## config.mk

```make
export PLATFORM = sky130hd
export DESIGN_NAME = delta_list_sleep_timer_queue
export DESIGN_NICKNAME = d
export VERILOG_FILES = /design/src/rtl/dlst_pkg.sv /design/src/rtl/delta_list_sleep_timer_queue.sv /design/src/rtl/dlst_ram.sv
export SDC_FILE = /design/constraint.sdc
export NUM_CORES = 2
export LEC_CHECK = 0
export BUFFER_PORTS_ARGS = -buffer_cell sky130_fd_sc_hd__buf_4
export CELL_PAD_IN_SITES_DETAIL_PLACEMENT = 1
export CELL_PAD_IN_SITES_GLOBAL_PLACEMENT = 1
export CORE_ASPECT_RATIO = 1.4
export CORE_MARGIN = 1.5
export CORE_UTILIZATION = 40
export CTS_BUF_LIST = sky130_fd_sc_hd__clkbuf_4 sky130_fd_sc_hd__clkbuf_8 sky130_fd_sc_hd__clkbuf_16
export DETAILED_ROUTE_END_ITERATION = 10
export GPL_TIMING_DRIVEN = 0
export PLACE_DENSITY_LB_ADDON = 0.1
export SLEW_MARGIN = 20
export SYNTH_ARGS = -nofsm -noshare
export SYNTH_HDL_FRONTEND = slang
export SYNTH_HIERARCHICAL = 1
export SYNTH_SLANG_ARGS = --single-unit
export TNS_END_PERCENT = 30
```

## constraint.sdc

```tcl
create_clock -name clk_i -period 6.97 [get_ports clk_i]
set_input_delay 0.3485 -clock clk_i [delete_from_list [all_inputs] [get_ports clk_i]]
set_output_delay 0.3485 -clock clk_i [all_outputs]
set_load 0.02 [all_outputs]
```

## src/rtl/dlst_pkg.sv

```systemverilog
package dlst_pkg;

  localparam int TASK_W        = 5;
  localparam int DELTA_W       = 32;
  localparam int CMD_W         = 2;
  localparam int MAX_TASKS_DEF = 32;

  // Command codes
  localparam logic [CMD_W-1:0] CMD_TICK   = 2'd0;
  localparam logic [CMD_W-1:0] CMD_ADD    = 2'd1;
  localparam logic [CMD_W-1:0] CMD_REMOVE = 2'd2;
  localparam logic [CMD_W-1:0] CMD_SPARE  = 2'd3;

  typedef struct packed {
    logic [CMD_W-1:0]   command;
    logic [TASK_W-1:0]  task_req;
    logic [DELTA_W-1:0] ticks;
  } in_t;

  typedef struct packed {
    logic [TASK_W-1:0] woken_task;
    logic              last;
  } out_t;

  // One list node, stored at the address of its task number
  typedef struct packed {
    logic [DELTA_W-1:0] delta;
    logic [TASK_W-1:0]  nxt;
    logic               has_nxt;
  } node_t;

endpackage

```

## src/rtl/delta_list_sleep_timer_queue.sv

```systemverilog
// Sleep timer queue kept as a delta list of sleeping tasks.
// Input channel (in_valid_i / in_stall_o / in_data_i) takes one command per
// transaction: a timer tick, an add of a task with a sleep length in ticks,
// or a remove of a task. Output channel (out_valid_o / out_stall_i /
// out_data_o) delivers one transaction per task woken by a tick, in wake
// order, with last set on the final one of that tick.
// The list is a linked list in one node memory addressed by task number;
// each node holds its delta, the next task and a tail flag. Sleeping flags
// are flip-flops and decide membership and emptiness.
// Add and remove walk the list one node per cycle through the memory's
// single registered read port; an add into an empty list needs no walk.
// A tick ages the head and wakes each task whose delta reaches zero, in
// list order; a stalling receiver holds it up: the single output register
// holds a result until taken, and the walk waits on it.
// The block takes a new command only once the previous one is complete; a
// final result may still sit in the output register meanwhile.
// Reset clears the flags, empties the list and drops any pending result;
// memory contents need no clearing.
module delta_list_sleep_timer_queue
  import dlst_pkg::*;
#(
  parameter int MAX_TASKS = MAX_TASKS_DEF
) (
  input  logic clk_i,
  input  logic rst_ni,
  input  logic in_valid_i,
  output logic in_stall_o,
  input  in_t  in_data_i,
  output logic out_valid_o,
  input  logic out_stall_i,
  output out_t out_data_o
);

  localparam int NodeDepth = (MAX_TASKS < (1 << TASK_W)) ? MAX_TASKS : (1 << TASK_W);
  localparam int AW        = (NodeDepth > 1) ? $clog2(NodeDepth) : 1;
  localparam int NodeW     = $bits(node_t);

  typedef enum logic [3:0] {
    S_IDLE,
    S_ADD_WALK,
    S_ADD_NODE,
    S_ADD_LINK,
    S_ADD_TAIL,
    S_REM_WALK,
    S_REM_SUCC,
    S_TICK_HEAD,
    S_TICK_NEXT,
    S_TICK_LAST
  } state_e;

  state_e                 state_q, state_d;
  logic [TASK_W-1:0]      head_q, head_d;
  logic [NodeDepth-1:0]   flag_q, flag_d;
  logic [TASK_W-1:0]      cur_q, cur_d;
  logic [TASK_W-1:0]      tsk_q, tsk_d;
  logic [DELTA_W-1:0]     rem_q, rem_d;
  node_t                  prev_q, prev_d;
  logic [TASK_W-1:0]      prev_idx_q, prev_idx_d;
  logic                   has_prev_q, has_prev_d;
  logic [TASK_W-1:0]      pend_q, pend_d;
  logic                   out_valid_q, out_valid_d;
  out_t                   out_data_q, out_data_d;

  logic                   ram_we;
  logic [AW-1:0]          ram_waddr;
  node_t                  ram_wdata;
  logic                   ram_re;
  logic [AW-1:0]          ram_raddr;
  logic [NodeW-1:0]       ram_rdata;
  node_t                  rd;

  logic                   empty;
  logic                   req_ok;
  logic                   out_free;
  logic [DELTA_W-1:0]     head_dec;

  dlst_ram #(
    .WIDTH (NodeW),
    .DEPTH (NodeDepth)
  ) u_node_ram (
    .clk_i   (clk_i),
    .we_i    (ram_we),
    .waddr_i (ram_waddr),
    .wdata_i (ram_wdata),
    .re_i    (ram_re),
    .raddr_i (ram_raddr),
    .rdata_o (ram_rdata)
  );

  assign rd       = node_t'(ram_rdata);
  assign empty    = ~|flag_q;
  assign req_ok   = 32'(in_data_i.task_req) < 32'(MAX_TASKS);
  assign out_free = !out_valid_q || !out_stall_i;
  assign head_dec = (rd.delta != '0) ? rd.delta - DELTA_W'(1) : '0;

  // Next state, memory accesses and results
  always_comb begin
    state_d     = state_q;
    head_d      = head_q;
    flag_d      = flag_q;
    cur_d       = cur_q;
    tsk_d       = tsk_q;
    rem_d       = rem_q;
    prev_d      = prev_q;
    prev_idx_d  = prev_idx_q;
    has_prev_d  = has_prev_q;
    pend_d      = pend_q;
    out_valid_d = out_valid_q && out_stall_i;
    out_data_d  = out_data_q;
    ram_we      = 1'b0;
    ram_waddr   = '0;
    ram_wdata   = '0;
    ram_re      = 1'b0;
    ram_raddr   = '0;

    unique case (state_q)
      S_IDLE: begin
        if (in_valid_i) begin
          tsk_d      = in_data_i.task_req;
          rem_d      = in_data_i.ticks;
          cur_d      = head_q;
          has_prev_d = 1'b0;
          unique case (in_data_i.command)
            CMD_TICK: begin
              if (!empty) begin
                ram_re    = 1'b1;
                ram_raddr = head_q[AW-1:0];
                state_d   = S_TICK_HEAD;
              end
            end
            CMD_ADD: begin
              if (req_ok && !flag_q[in_data_i.task_req[AW-1:0]]) begin
                if (empty) begin
                  // Sole node: becomes head and tail
                  ram_we    = 1'b1;
                  ram_waddr = in_data_i.task_req[AW-1:0];
                  ram_wdata = '{delta: in_data_i.ticks, nxt: '0, has_nxt: 1'b0};
                  head_d    = in_data_i.task_req;
                  flag_d[in_data_i.task_req[AW-1:0]] = 1'b1;
                end else begin
                  ram_re    = 1'b1;
                  ram_raddr = head_q[AW-1:0];
                  state_d   = S_ADD_WALK;
                end
              end
            end
            CMD_REMOVE: begin
              if (req_ok && flag_q[in_data_i.task_req[AW-1:0]]) begin
                flag_d[in_data_i.task_req[AW-1:0]] = 1'b0;
                ram_re    = 1'b1;
                ram_raddr = head_q[AW-1:0];
                state_d   = S_REM_WALK;
              end
            end
            default: ;
          endcase
        end
      end

      // Walk until a node's delta exceeds what remains
      S_ADD_WALK: begin
        if (rd.delta > rem_q) begin
          ram_we    = 1'b1;
          ram_waddr = cur_q[AW-1:0];
          ram_wdata = '{delta: rd.delta - rem_q, nxt: rd.nxt, has_nxt: rd.has_nxt};
          state_d   = S_ADD_NODE;
        end else begin
          rem_d      = rem_q - rd.delta;
          prev_d     = rd;
          prev_idx_d = cur_q;
          has_prev_d = 1'b1;
          if (rd.has_nxt) begin
            cur_d     = rd.nxt;
            ram_re    = 1'b1;
            ram_raddr = rd.nxt[AW-1:0];
          end else begin
            // Append after the tail
            ram_we    = 1'b1;
            ram_waddr = cur_q[AW-1:0];
            ram_wdata = '{delta: rd.delta, nxt: tsk_q, has_nxt: 1'b1};
            state_d   = S_ADD_TAIL;
          end
        end
      end

      S_ADD_NODE: begin
        ram_we    = 1'b1;
        ram_waddr = tsk_q[AW-1:0];
        ram_wdata = '{delta: rem_q, nxt: cur_q, has_nxt: 1'b1};
        if (has_prev_q) begin
          state_d = S_ADD_LINK;
        end else begin
          head_d  = tsk_q;
          flag_d[tsk_q[AW-1:0]] = 1'b1;
          state_d = S_IDLE;
        end
      end

      S_ADD_LINK: begin
        ram_we    = 1'b1;
        ram_waddr = prev_idx_q[AW-1:0];
        ram_wdata = '{delta: prev_q.delta, nxt: tsk_q, has_nxt: 1'b1};
        flag_d[tsk_q[AW-1:0]] = 1'b1;
        state_d   = S_IDLE;
      end

      S_ADD_TAIL: begin
        ram_we    = 1'b1;
        ram_waddr = tsk_q[AW-1:0];
        ram_wdata = '{delta: rem_q, nxt: '0, has_nxt: 1'b0};
        flag_d[tsk_q[AW-1:0]] = 1'b1;
        state_d   = S_IDLE;
      end

      // Walk to the node, keeping its predecessor
      S_REM_WALK: begin
        if (cur_q == tsk_q) begin
          if (has_prev_q) begin
            ram_we    = 1'b1;
            ram_waddr = prev_idx_q[AW-1:0];
            ram_wdata = '{delta: prev_q.delta, nxt: rd.nxt, has_nxt: rd.has_nxt};
          end else begin
            head_d = rd.nxt;
          end
          if (rd.has_nxt) begin
            rem_d     = rd.delta;
            cur_d     = rd.nxt;
            ram_re    = 1'b1;
            ram_raddr = rd.nxt[AW-1:0];
            state_d   = S_REM_SUCC;
          end else begin
            state_d = S_IDLE;
          end
        end else if (rd.has_nxt) begin
          prev_d     = rd;
          prev_idx_d = cur_q;
          has_prev_d = 1'b1;
          cur_d      = rd.nxt;
          ram_re     = 1'b1;
          ram_raddr  = rd.nxt[AW-1:0];
        end else begin
          state_d = S_IDLE;
        end
      end

      // Fold the removed delta into the successor
      S_REM_SUCC: begin
        ram_we    = 1'b1;
        ram_waddr = cur_q[AW-1:0];
        ram_wdata = '{delta: rd.delta + rem_q, nxt: rd.nxt, has_nxt: rd.has_nxt};
        state_d   = S_IDLE;
      end

      // Age the head; wake it when it reaches zero
      S_TICK_HEAD: begin
        if (head_dec != '0) begin
          ram_we    = 1'b1;
          ram_waddr = cur_q[AW-1:0];
          ram_wdata = '{delta: head_dec, nxt: rd.nxt, has_nxt: rd.has_nxt};
          state_d   = S_IDLE;
        end else begin
          flag_d[cur_q[AW-1:0]] = 1'b0;
          pend_d = cur_q;
          if (rd.has_nxt) begin
            head_d    = rd.nxt;
            cur_d     = rd.nxt;
            ram_re    = 1'b1;
            ram_raddr = rd.nxt[AW-1:0];
            state_d   = S_TICK_NEXT;
          end else if (out_free) begin
            out_valid_d = 1'b1;
            out_data_d  = '{woken_task: cur_q, last: 1'b1};
            state_d     = S_IDLE;
          end
        end
      end

      // Emit the pending task once the next node shows whether it is last
      S_TICK_NEXT: begin
        if (out_free) begin
          out_valid_d = 1'b1;
          if (rd.delta == '0) begin
            out_data_d = '{woken_task: pend_q, last: 1'b0};
            flag_d[cur_q[AW-1:0]] = 1'b0;
            pend_d = cur_q;
            if (rd.has_nxt) begin
              head_d    = rd.nxt;
              cur_d     = rd.nxt;
              ram_re    = 1'b1;
              ram_raddr = rd.nxt[AW-1:0];
            end else begin
              state_d = S_TICK_LAST;
            end
          end else begin
            out_data_d = '{woken_task: pend_q, last: 1'b1};
            state_d    = S_IDLE;
          end
        end
      end

      S_TICK_LAST: begin
        if (out_free) begin
          out_valid_d = 1'b1;
          out_data_d  = '{woken_task: pend_q, last: 1'b1};
          state_d     = S_IDLE;
        end
      end

      default: state_d = S_IDLE;
    endcase
  end

  // Hold state and registered outputs
  always_ff @(posedge clk_i or negedge rst_ni) begin
    if (!rst_ni) begin
      state_q     <= S_IDLE;
      head_q      <= '0;
      flag_q      <= '0;
      cur_q       <= '0;
      tsk_q       <= '0;
      rem_q       <= '0;
      prev_q      <= '0;
      prev_idx_q  <= '0;
      has_prev_q  <= 1'b0;
      pend_q      <= '0;
      out_valid_q <= 1'b0;
      out_data_q  <= '0;
    end else begin
      state_q     <= state_d;
      head_q      <= head_d;
      flag_q      <= flag_d;
      cur_q       <= cur_d;
      tsk_q       <= tsk_d;
      rem_q       <= rem_d;
      prev_q      <= prev_d;
      prev_idx_q  <= prev_idx_d;
      has_prev_q  <= has_prev_d;
      pend_q      <= pend_d;
      out_valid_q <= out_valid_d;
      out_data_q  <= out_data_d;
    end
  end

  assign in_stall_o  = (state_q != S_IDLE);
  assign out_valid_o = out_valid_q;
  assign out_data_o  = out_data_q;

endmodule

```

## src/rtl/dlst_ram.sv

```systemverilog
module dlst_ram
  import dlst_pkg::*;
#(
  parameter int WIDTH = $bits(node_t),
  parameter int DEPTH = MAX_TASKS_DEF,
  localparam int AW   = (DEPTH > 1) ? $clog2(DEPTH) : 1
) (
  input  logic             clk_i,
  input  logic             we_i,
  input  logic [AW-1:0]    waddr_i,
  input  logic [WIDTH-1:0] wdata_i,
  input  logic             re_i,
  input  logic [AW-1:0]    raddr_i,
  output logic [WIDTH-1:0] rdata_o
);

  logic [WIDTH-1:0] mem_q [DEPTH];
  logic [WIDTH-1:0] rdata_q;

  // Write port
  always_ff @(posedge clk_i) begin
    if (we_i) begin
      mem_q[waddr_i] <= wdata_i;
    end
  end

  // Registered read, held while no read is issued
  always_ff @(posedge clk_i) begin
    if (re_i) begin
      rdata_q <= mem_q[raddr_i];
    end
  end

  assign rdata_o = rdata_q;

endmodule

```

==> results.md <==
- Die height: 477 um
- Clock latency on the worst-skew pair: 0.81 ns
- Nets: 5,269
- CTS tree: built
- Worst Max-Slew Pin Slew: 1.27 ns
- Ys flop type: edfxtp_1
- Worst setup path end: u_node_ram/rdata_o[7]
- Fin. Hold Viols: 0
- Worst min path class: in -> reg
- Syn Nets: 4,910
- Share of the synthesized area in the top cell type: 58.7%
- Layout cells sized above 1: 14.8%
- Post-synthesis average cell area: 13.5 um2
- FMAX: 143 MHz
- Commonest non-fill, non-tap cell in the layout: edfxtp_1
- Port buffer count: 48
- Reg2reg setup slack: 0.0003 ns
- Largest net degree at the start of global routing: 72
- RSZ-0062 raised after global routing: true
- CP max stage cell: nor2_1
- Run status: finished, final reports clean
- Crit path from: u_node_ram/rdata_o[7]
- Leakage power: 25.0 nW
- H-tree depth: 4
- CTS buffer count: 142
- Worst reg2reg path depth: 19
- Final core utilization: 47.4%
- Cell mode on critical path: buf_4
- Initial antenna violation count: 2
- Aggregate global-route resource usage: 28.0%
- Buf+Inv Stages, Crit Path: 5
- Total grt overflow: 0
- Worst path depth: 19
- Total Routed Length: 230 mm
- Sequential area share after synthesis: 63.9%
- Core ar.: 0.159 mm2
- Post-route insts no fill: 7,337
- Top-Level Pins: 51
- Detail Route Antenna Nets: 0
- CP Class: reg -> reg
- Clk sink count: 1,387
- Mapped Cells: 4,763
- DP Cell Count: 7,009
- Router iterations before antenna repair: 9
- Yosys top cell by area: edfxtp_1
- Yosys reg bits: 1,387
- First-pass GRT wire length: 328 mm
- Crit path launch type: flip-flop
- Worst R2R Start: u_node_ram/rdata_o[7]
- Die area: 0.163 mm2
- CP Data Required Time: 7.42 ns
- Starting density of the core: 40.3%
- Wirelength per Cell: 31.4 um
- CTS Buffer Depth: 3
- Via count: 43,000
- Final setup fails: 0
- Clock Pin Slew Worst Setup and Hold Paths: 0.06 ns
- Global placer's final weighted congestion: 0.966
- Crit Path Max Fanout: 10
- Initial DRC Count: 2,966
- Clock Skew: 0.0411 ns
- Worst path arrival time: 7.42 ns
- Vias in the first global route: 45,600
- Reg-to-reg endpoint: u_node_ram/rdata_o[7]
- Layout overhead on the synthesized area: 17.5%
- Yosys cell types: 90
- Crit-path cells: clkbuf_2, nor2_1, nand4_1, nor3_2, xnor2_1, nor4_2, and4_4, a21oi_1, nor2_4, o21ai_2, o22ai_4, buf_4, buf_4, buf_4, buf_4, mux2i_1, nand2_1, a31oi_1, nand3_1
- Synth top area cells: edfxtp_1 (59%), mux2i_1 (10%), dfrtp_1 (5.2%)
- Vias/cell: 5.86
- Pwr dens: 516 mW/mm2
- EDFF count, synth: 1,254
- Pins over their slew limit: 0
- Cell area after synthesis: 0.0642 mm2
- Fin crit period: 6.97 ns
- Most frequent cells in the layout: edfxtp_1 (1,254), mux2i_1 (646), a21oi_1 (363), nand2_1 (259), nor2_1 (196)
- Synth async-reset ratio: 9.59%
- # DRC: 0
- Max-cap violation count: 0
- Worst path top cell family by delay: simple AND/OR/NAND/NOR gates
- Max stage delay on crit path: 0.77 ns
- Cell row count: 173
- Root Driver: clkbuf_16
- Max VDD drop: 0.282 mV
- Dpl hpwl: 167 mm
- YS warnings: 6
- Setup crit end kind: flip-flop
- Period utilization: 100%
- Die width: 341 um
- Max_slew headroom: 15.4%
## sequential cells by signal (all words and copies together) (netlist names), 4 cells and up, named ones only
signal and flops:
cur_q 5, head_q 5, out_data_o 6, pend_q 5, prev_idx_q 5, prev_q 32
rem_q 32, state_q 4, tsk_q 5, u_node_ram/mem_q 1216, u_node_ram/rdata_o 38
## worst register-to-register path, stage by stage (launching register included)
cell and delay [ns]:
edfxtp_1 0.50, clkbuf_2 0.26, nor2_1 0.77, nand4_1 0.40, nor3_2 0.42, xnor2_1 0.24
nor4_2 0.52, and4_4 0.45, a21oi_1 0.15, nor2_4 0.23, o21ai_2 0.21, o22ai_4 0.36
buf_4 0.28, buf_4 0.25, buf_4 0.33, buf_4 0.31, mux2i_1 0.24, nand2_1 0.07
a31oi_1 0.37, nand3_1 0.29
## Yosys cell counts, drive strengths merged, types with 20 or more instances
| library cell | count |
|---|---|
| edfxtp | 1254 |
| nor2 | 230 |
| a222oi | 33 |
| mux2 | 52 |
| buf | 137 |
| a31oi | 54 |
| dfrtp | 133 |
| a21oi | 394 |
| clkbuf | 167 |
| nand2b | 24 |
| a22o | 81 |
| mux2i | 647 |
| nand4 | 20 |
| o211ai | 41 |
| a22oi | 117 |
| or3 | 24 |
| nor3 | 81 |
| ha | 101 |
| o21bai | 26 |
| inv | 119 |
| o21ai | 194 |
| xnor2 | 90 |
| nand3 | 146 |
| nand2 | 259 |
| o31ai | 42 |
## per-stage QoR
step / setup slack, ns / total power, mW / hold WS (ns) / TNS (ns) / area (um2)
3_5_place_dp: -1.64 / 31.1 / 0.350 / -1499.09 / 69900
4_1_cts: 0.00589 / 39.0 / 0.0236 / 0 / 75300
6_report: 0.000305 / 38.9 / 0.0792 / 0 / 75400
5_1_grt: -0.0190 / 40.5 / 0.0886 / -0.383 / 75400
3_3_place_gp: -3.67 / 29.7 / 0.489 / -5373.68 / 67100
2_1_floorplan: 0.676 / 22.7 / 0.0529 / 0 / 64200
## kinds of logic (layout without fill, tap and decap cells)
| logic type | count (synthesis) | count (layout) | share of synthesized area (%) |
|---|---|---|---|
| flops | 1387 | 1387 | 63.9 |
| mux | 699 | 699 | 11.0 |
| compound gates | 1140 | 1140 | 11.6 |
| fa+ha+maj | 104 | 104 | 2.06 |
| buf+inv | 428 | 899 | 3.32 |
| xor+xnor | 103 | 103 | 1.41 |
| simple gates | 902 | 904 | 6.69 |
| other cells | 0 | 1 | 0 |
## area by class of cell
| cell class | instances | area [um2] |
|---|---|---|
| Fill cell | 15900 | 83700 |
| Sequential cell | 1387 | 41000 |
| Multi-Input combinational cell | 2950 | 22000 |
| Clock buffer | 180 | 3900 |
| Timing Repair Buffer | 215 | 3060 |
| Tap cell | 2100 | 2630 |
| Buffer | 302 | 1690 |
| Clock inverter | 78 | 663 |
| Inverter | 124 | 465 |
| Antenna cell | 1 | 2.50 |
## layer usage
layer	track usage, %	vias to the layer above	wire, um
li1	-	19000	-
met1	31.7	22500	87800
met2	51.6	1048	123000
met3	3.07	473	7470
met4	14.2	0	12400
met5	0	-	0
## report_power, final
group	internal (mW)	switching, mW	leakage, nW
sequential	12.0	0.764	13.1
clock	4.25	3.33	2.27
combinational	5.84	12.7	9.64
total	22.1	16.8	25.0
## what timing repair did
| item | in CTS | in global routing |
|---|---|---|
| setup buffers | 35 | 0 |
| hold buffers | 34 | 0 |
| setup endpoints to repair | 1353 | 160 |
| pin swaps | 14 | 2 |
| endpoints found under the hold margin | 99 | 0 |
| cloned | 1 | 1 |
| gates resized for setup | 40 | 27 |
## worst min-delay path by stage
stage / start / to / slack [ns] / depth (start not counted)
global placement: prev_idx_q[1] / prev_idx_q[1] / 0.49 / 1
CTS: in_valid_i / has_prev_q / 0.02 / 4
detailed placement: rst_ni / asynchronous set/reset pin / 0.35 / 1
finish: in_valid_i / has_prev_q / 0.08 / 4
global route: in_valid_i / has_prev_q / 0.09 / 4
floorplan: rst_ni / asynchronous set/reset pin / 0.05 / 0
Note: power is estimated with default switching activity, not from simulation.
